## config.mk

```make
export PLATFORM = sky130hd
export DESIGN_NAME = segment_class_priority_queue
export DESIGN_NICKNAME = d
export VERILOG_FILES = /design/src/rtl/scpq_pkg.sv /design/src/rtl/scpq_cell.sv /design/src/rtl/scpq_chain.sv /design/src/rtl/segment_class_priority_queue.sv
export SDC_FILE = /design/constraint.sdc
export NUM_CORES = 1
export LEC_CHECK = 0
export ABC_AREA = 1
export BUFFER_PORTS_ARGS = -buffer_cell sky130_fd_sc_hd__buf_2
export CORE_UTILIZATION = 56
export DETAILED_ROUTE_END_ITERATION = 8
export PLACE_DENSITY = 0.79
export SYNTH_ARGS = -nofsm -noshare
export SYNTH_HDL_FRONTEND = slang
export SYNTH_SLANG_ARGS = --single-unit
```

## constraint.sdc

```tcl
create_clock -name clk -period 4.05 [get_ports clk]
set_input_delay 0 -clock clk [delete_from_list [all_inputs] [get_ports clk]]
set_output_delay 0 -clock clk [all_outputs]
set_load 0.02 [all_outputs]
```

## src/rtl/scpq_pkg.sv

```systemverilog
// Shared types, codes, constants and the segment type classifier for the priority queue.
package scpq_pkg;

  localparam int DefQueueDepth = 16;
  localparam int DefHandleBits = 16;
  localparam int HandleWidth = 16;
  localparam int SegTypeWidth = 4;
  localparam int CountWidth = 6;

  typedef enum logic [1:0] {
    CMD_ENQ  = 2'd0,
    CMD_DEQ  = 2'd1,
    CMD_PEEK = 2'd2,
    CMD_NOP  = 2'd3
  } cmd_t;

  typedef enum logic [1:0] {
    STAT_OK       = 2'd0,
    STAT_EMPTY    = 2'd1,
    STAT_BAD_TYPE = 2'd2,
    STAT_FULL     = 2'd3
  } status_t;

  typedef enum logic [1:0] {
    CLASS_DATA    = 2'd0,
    CLASS_CONTROL = 2'd1,
    CLASS_BAD     = 2'd2
  } seg_class_t;

  typedef struct packed {
    cmd_t                    cmd;
    logic [SegTypeWidth-1:0] seg_type;
    logic [HandleWidth-1:0]  pkt_handle;
  } in_t;

  typedef struct packed {
    status_t                status;
    logic [HandleWidth-1:0] out_handle;
    logic                   out_from_control;
    logic [CountWidth-1:0]  total_count;
  } out_t;

  typedef struct packed {
    logic load;
    logic shift;
  } cell_ctl_t;

  function automatic seg_class_t classify(input logic [SegTypeWidth-1:0] t);
    seg_class_t c;
    unique case (t)
      4'd0, 4'd1, 4'd2, 4'd3, 4'd4, 4'd7: c = CLASS_DATA;
      4'd8, 4'd9, 4'd12, 4'd13, 4'd14, 4'd15: c = CLASS_CONTROL;
      default: c = CLASS_BAD;
    endcase
    return c;
  endfunction

endpackage

```

## src/rtl/scpq_cell.sv

```systemverilog
// One queue cell: holds a single handle, loaded from the input or shifted from its neighbor.
module scpq_cell #(
  parameter int Width = scpq_pkg::DefHandleBits
) (
  input  logic               clk,
  input  scpq_pkg::cell_ctl_t ctl,
  input  logic [Width-1:0]   new_data,
  input  logic [Width-1:0]   shift_data,
  output logic [Width-1:0]   q
);

  always_ff @(posedge clk) begin
    if (ctl.load) begin
      q <= new_data;
    end else if (ctl.shift) begin
      q <= shift_data;
    end
  end

endmodule

```

## src/rtl/scpq_chain.sv

```systemverilog
// One bounded FIFO built as a row of cells that shift toward the head on every pop.
module scpq_chain #(
  parameter int Depth = scpq_pkg::DefQueueDepth,
  parameter int Width = scpq_pkg::DefHandleBits,
  localparam int FillWidth = $clog2(Depth + 1)
) (
  input  logic                 clk,
  input  logic                 rst,
  input  logic                 push,
  input  logic                 pop,
  input  logic [Width-1:0]     push_data,
  output logic [Width-1:0]     head_data,
  output logic [FillWidth-1:0] fill,
  output logic                 full
);

  logic [Width-1:0] cell_q [Depth];
  logic [FillWidth-1:0] fill_next;

  assign full = (fill == FillWidth'(Depth));
  assign head_data = cell_q[0];

  always_comb begin
    fill_next = fill;
    if (push) begin
      fill_next = fill + FillWidth'(1);
    end else if (pop) begin
      fill_next = fill - FillWidth'(1);
    end
  end

  always_ff @(posedge clk) begin
    if (rst) begin
      fill <= '0;
    end else begin
      fill <= fill_next;
    end
  end

  for (genvar i = 0; i < Depth; i++) begin : g_cell
    scpq_pkg::cell_ctl_t ctl;
    logic [Width-1:0] neighbor;

    assign ctl.load = push && (fill == FillWidth'(i));
    assign ctl.shift = pop;

    if (i == Depth - 1) begin : g_last
      assign neighbor = '0;
    end else begin : g_mid
      assign neighbor = cell_q[i+1];
    end

    scpq_cell #(
      .Width(Width)
    ) u_cell (
      .clk       (clk),
      .ctl       (ctl),
      .new_data  (push_data),
      .shift_data(neighbor),
      .q         (cell_q[i])
    );
  end

endmodule

```

## src/rtl/segment_class_priority_queue.sv

```systemverilog
// Top level of the strict-priority two-queue scheduler for segment handles.
// Each item is an enqueue, a dequeue, a peek or a no-op and yields exactly one result item
// in the cycle after it is accepted. An item is accepted in every cycle in which the result
// register is free or being emptied, so the block sustains one item per cycle while the
// output is not stalled; the result is registered. Each queue is a row of QUEUE_DEPTH
// cells that shift toward the head on a dequeue, and an enqueue writes the cell just
// past the last held entry. Control types are served before data types.
module segment_class_priority_queue #(
  parameter int QUEUE_DEPTH = scpq_pkg::DefQueueDepth,
  parameter int HANDLE_BITS = scpq_pkg::DefHandleBits
) (
  input  logic           clk,
  input  logic           rst,
  input  logic           in_valid,
  output logic           in_stall,
  input  scpq_pkg::in_t  in_item,
  output logic           out_valid,
  input  logic           out_stall,
  output scpq_pkg::out_t out_item
);

  localparam int FillWidth = $clog2(QUEUE_DEPTH + 1);
  localparam int StoreBits = (HANDLE_BITS < scpq_pkg::HandleWidth) ? HANDLE_BITS
                                                                     : scpq_pkg::HandleWidth;

  logic accept;
  logic c_push, c_pop, c_full;
  logic d_push, d_pop, d_full;
  logic [FillWidth-1:0] c_fill, d_fill;
  logic [StoreBits-1:0] c_head, d_head, store_data;
  logic [FillWidth:0] total_after;
  scpq_pkg::seg_class_t seg_class;
  scpq_pkg::out_t result;

  assign in_stall = out_valid && out_stall;
  assign accept = in_valid && !in_stall;
  assign store_data = in_item.pkt_handle[StoreBits-1:0];
  assign seg_class = scpq_pkg::classify(in_item.seg_type);

  always_comb begin
    c_push = 1'b0;
    c_pop = 1'b0;
    d_push = 1'b0;
    d_pop = 1'b0;
    result.status = scpq_pkg::STAT_OK;
    result.out_handle = '0;
    result.out_from_control = 1'b0;
    unique case (in_item.cmd)
      scpq_pkg::CMD_ENQ: begin
        if (seg_class == scpq_pkg::CLASS_CONTROL) begin
          if (c_full) begin
            result.status = scpq_pkg::STAT_FULL;
          end else begin
            c_push = accept;
          end
        end else if (seg_class == scpq_pkg::CLASS_DATA) begin
          if (d_full) begin
            result.status = scpq_pkg::STAT_FULL;
          end else begin
            d_push = accept;
          end
        end else begin
          result.status = scpq_pkg::STAT_BAD_TYPE;
        end
      end
      scpq_pkg::CMD_DEQ, scpq_pkg::CMD_PEEK: begin
        if (c_fill != '0) begin
          result.out_handle = scpq_pkg::HandleWidth'(c_head);
          result.out_from_control = 1'b1;
          c_pop = accept && (in_item.cmd == scpq_pkg::CMD_DEQ);
        end else if (d_fill != '0) begin
          result.out_handle = scpq_pkg::HandleWidth'(d_head);
          d_pop = accept && (in_item.cmd == scpq_pkg::CMD_DEQ);
        end else begin
          result.status = scpq_pkg::STAT_EMPTY;
        end
      end
      default: begin
      end
    endcase
    total_after = (FillWidth + 1)'(c_fill) + (FillWidth + 1)'(d_fill)
                + (FillWidth + 1)'(c_push || d_push) - (FillWidth + 1)'(c_pop || d_pop);
    result.total_count = scpq_pkg::CountWidth'(total_after);
  end

  scpq_chain #(
    .Depth(QUEUE_DEPTH),
    .Width(StoreBits)
  ) u_control (
    .clk      (clk),
    .rst      (rst),
    .push     (c_push),
    .pop      (c_pop),
    .push_data(store_data),
    .head_data(c_head),
    .fill     (c_fill),
    .full     (c_full)
  );

  scpq_chain #(
    .Depth(QUEUE_DEPTH),
    .Width(StoreBits)
  ) u_data (
    .clk      (clk),
    .rst      (rst),
    .push     (d_push),
    .pop      (d_pop),
    .push_data(store_data),
    .head_data(d_head),
    .fill     (d_fill),
    .full     (d_full)
  );

  always_ff @(posedge clk) begin
    if (rst) begin
      out_valid <= 1'b0;
    end else if (accept) begin
      out_valid <= 1'b1;
    end else if (!out_stall) begin
      out_valid <= 1'b0;
    end
  end

  always_ff @(posedge clk) begin
    if (accept) begin
      out_item <= result;
    end
  end

endmodule
```

==> run_results.csv <==
group,metric,value,unit
placed_design,dp_hpwl,29.3,mm
cts,cts_max_level,2,
placed_design,placed_area,23600,um^2
min_path,min_path_type,"input port to register",
yosys,synth-xor-area-share,0.00457,
yosys,synth-adder-area-share,0.0148,
setup_path,r2r-end,"out_item[4]",
route,drcViolationCount,0,
yosys,syn_avg_cell_area,11.5,um^2
min_path,hold-path-endpoint,"out_item[24]",
timing,fin_tns_setup,0,ns
route,drtAntennaViolNets,0,
timing,maxSlewViolCount,0,
setup_path,reg2reg_depth,12,
route,drt-initial-drc-count,1456,
yosys,synth_cells,1993,
power,ir_drop,0.000417,V
yosys,synthesis.nets,2045,
grt,grt_max_degree,34,
power,leakagePower,0.00978,uW
cts,cts_buffers,53,
setup_path,critPathSlowestCell,"fa_1",
timing,fin_worst_skew,0.0123,ns
cts,clk_pin_slew,0.06,ns
die,pin_count,53,
flow_run,drv_cap,0,
yosys,synth_seq_area_share,0.710,
timing,max_freq,294,MHz
route,drt_first_pass_iters,6,
yosys,syn_area,23000,um^2
power,finalPower,11300,uW
yosys,synth.distinct_cells,32,
yosys,synth_mux_area_frac,0,
die,start_util,0.574,
status,status,"completed",
die,design.die.area,41900,um^2
grt,grt.total_usage,0.238,
route,vias,14800,
route,wirelength,49.1,mm
timing,fin_crit,3.40,ns
layout,area_growth_syn_to_layout,9.76,%
timing,setup_viol_count_final,0,
grt,grt-ovfl-total,0,
layout,fin_util,0.630,
setup_path,startpoint_type,"register",
yosys,synth_compound_area_frac,0.116,
yosys,synthSimpleGateAreaFrac,0.119,
timing,rsz0062_at_grt,"no",
setup_path,critPathMostFrequentCell,"nand2_1",
layout,design_area,25300,um^2
timing,worst_slew_pin_slew,0.935,ns
grt,grt_pass1_wl,75.7,mm
grt,antenna_found_initial,1,
setup_path,crit_required,4.38,ns
timing,maxSlewHeadroom,0.376,
route,via_per_inst,5.81,
placed_design,numPortBuffers,52,
die,die_h,205,um
yosys,ys_ff_latch,548,
cts,cts_max_path_buffers,3,
cts,cts_tree,"done",
setup_path,arrival,3.73,ns
cts,cts_root_buf,"clkbuf_16",
setup_path,slowest_delay,0.47,ns
setup_path,r2r_start,"u_control.fill[0]",
route,wl_per_cell,19.2,um
cts,cts_sinks,548,
layout,antenna_cells,0,
cts,clock_latency,0.58,ns
setup_path,cp_cell_sequence,"inv_1, ha_1, nand2_1, nor2_1, nor2_4, nand2_1, nand2_1, ha_1, fa_1, fa_1, o21ai_0, xor2_1",
power,p_per_area,448,nW/um^2
min_path,holdCritStartpoint,"in_item[19]",
setup_path,cpLargestDelayFamily,"adder cells",
die,fp.dieW,205,um
yosys,yosys_warnings,0,
grt,grt_pass1_vias,14400,
placed_design,gp_congestion,0.903,
yosys,synth_top_family_by_area,"simple AND/OR/NAND/NOR gates",
cts,postCtsResizedCells,0,
timing,hold_viol_final,0,
min_path,worstHoldPathCells,5,
die,core,40100,um^2
setup_path,cp.buffers_inverters,1,
die,rows,73,
setup_path,cp_max_fo,19,
setup_path,rrSetupSlack,0.65,ns
setup_path,critical_path_class,"register to register",
layout,drive_above_1_share,0.0945,
layout,layout.nets,2043,
setup_path,worstSetupEndpointType,"register",
timing,fin_crit_sh,0.840,
## routing by layer
layer / up-vias / track usage / wire length (um)
met3: 128 / 0.0340 / 3730
met1: 7086 / 0.289 / 18500
met4: 0 / 0.103 / 1740
met2: 656 / 0.422 / 25200
li1: 6979 / - / -
met5: - / 0 / 0
## layout by cell type, fill, tap and decap left out, types with 10 or more instances in the layout
cell type and instances:
nand2_1 575, edfxtp_1 537, o21ai_0 419, o21ai_1 68
clkbuf_16 55, buf_2 52, inv_1 50, nor2_1 46
buf_4 37, ha_1 24, nand3_1 20, clkinv_1 17
a22o_1 16, a21oi_1 13, clkbuf_1 12, dfxtp_1 11
clkinv_2 10
## sequential cells by signal, indices dropped and copies added, names as in the netlist
name / cells
u_control.g_cell.u_cell.q: 256
u_data.g_cell.u_cell.q: 256
out_item: 25
u_control.fill: 5
u_data.fill: 5
out_valid: 1
## how the worst max path moves through the flow
stage	start	end	slack (ns)	cells after the start
2_1_floorplan	out_valid	out_item[4]	0.66	14
3_3_place_gp	u_control.fill[0]	out_item[4]	0.82	12
3_5_place_dp	u_control.fill[0]	out_item[4]	0.68	12
4_1_cts	u_control.fill[0]	out_item[4]	0.68	12
5_1_grt	u_control.fill[0]	out_item[4]	0.48	12
6_report	u_control.fill[0]	out_item[4]	0.65	12
## cells in the mapped netlist
| cell type | n | area, um^2 |
|---|---|---|
| nor2_1 | 46 | 173 |
| edfxtp_1 | 537 | 16100 |
| xnor2_1 | 3 | 26.3 |
| nand3_1 | 20 | 100 |
| inv_2 | 2 | 7.51 |
| nand3_2 | 6 | 60.1 |
| nor2_4 | 4 | 45.0 |
| a22o_1 | 16 | 140 |
| fa_1 | 2 | 40.0 |
| xor2_1 | 9 | 78.8 |
| nor2_8 | 1 | 20.0 |
| dfxtp_1 | 11 | 220 |
| clkbuf_1 | 126 | 473 |
| o21ai_1 | 68 | 340 |
| nand4_1 | 2 | 12.5 |
| nand2_2 | 5 | 31.3 |
| ha_1 | 24 | 300 |
| nand4_2 | 4 | 50.1 |
| nor2_2 | 2 | 12.5 |
| buf_6 | 1 | 11.3 |
| buf_2 | 22 | 110 |
| nand2_1 | 575 | 2160 |
| a31oi_1 | 2 | 12.5 |
| buf_4 | 1 | 7.51 |
| o22ai_1 | 1 | 6.26 |
| o21ai_0 | 419 | 2100 |
| buf_1 | 1 | 3.75 |
| a21oi_1 | 13 | 65.1 |
| nor3_2 | 2 | 20.0 |
| nor3_1 | 8 | 40.0 |
| or2_2 | 1 | 6.26 |
| inv_1 | 59 | 221 |
## cells by family after synthesis
logic type	after synthesis
XOR/XNOR	12
adder cells (fa/ha/maj)	26
flip-flops	548
AO/OA/AOI/OAI	519
buffers and inverters	212
AND/OR/NAND/NOR	676
## final cells by class
class	instances	area, um^2
tap	525	657
timing repair buffer	94	588
clock buffer	67	1420
clock inverter	29	186
inverter	61	229
fill	2875	14800
sequential	548	16300
multi-input combinational	1233	5840
## metrics by stage
stage	worst slack (ns)	std cells	hold slack, ns
5_1_grt	0.480	2557	0.0534
3_5_place_dp	0.681	2456	0.319
3_3_place_gp	0.819	2456	0.294
6_report	0.648	2557	0.0316
4_1_cts	0.677	2557	0.00688
2_1_floorplan	0.656	1993	0.169
## power breakdown
group          switching, uW  internal [uW]
Sequential              26.8           6240
Combinational            332            109
Clock                   2020           2600
Total                   2380           8950
## repair_timing
action                     in CTS  in global routing
hold endpoints to repair       13                  0
buffers inserted                0                  0
hold buffers                    5                  0
setup endpoints to repair       0                  0
## worst reg2reg max path: stages, from the launching register on
cell and delay (ns):
dfxtp_1 0.42, inv_1 0.14, ha_1 0.25, nand2_1 0.07, nor2_1 0.09, nor2_4 0.42, nand2_1 0.14, nand2_1 0.13
ha_1 0.24, fa_1 0.41, fa_1 0.47, o21ai_0 0.26, xor2_1 0.10
Note: power is estimated with default switching activity, not from simulation.
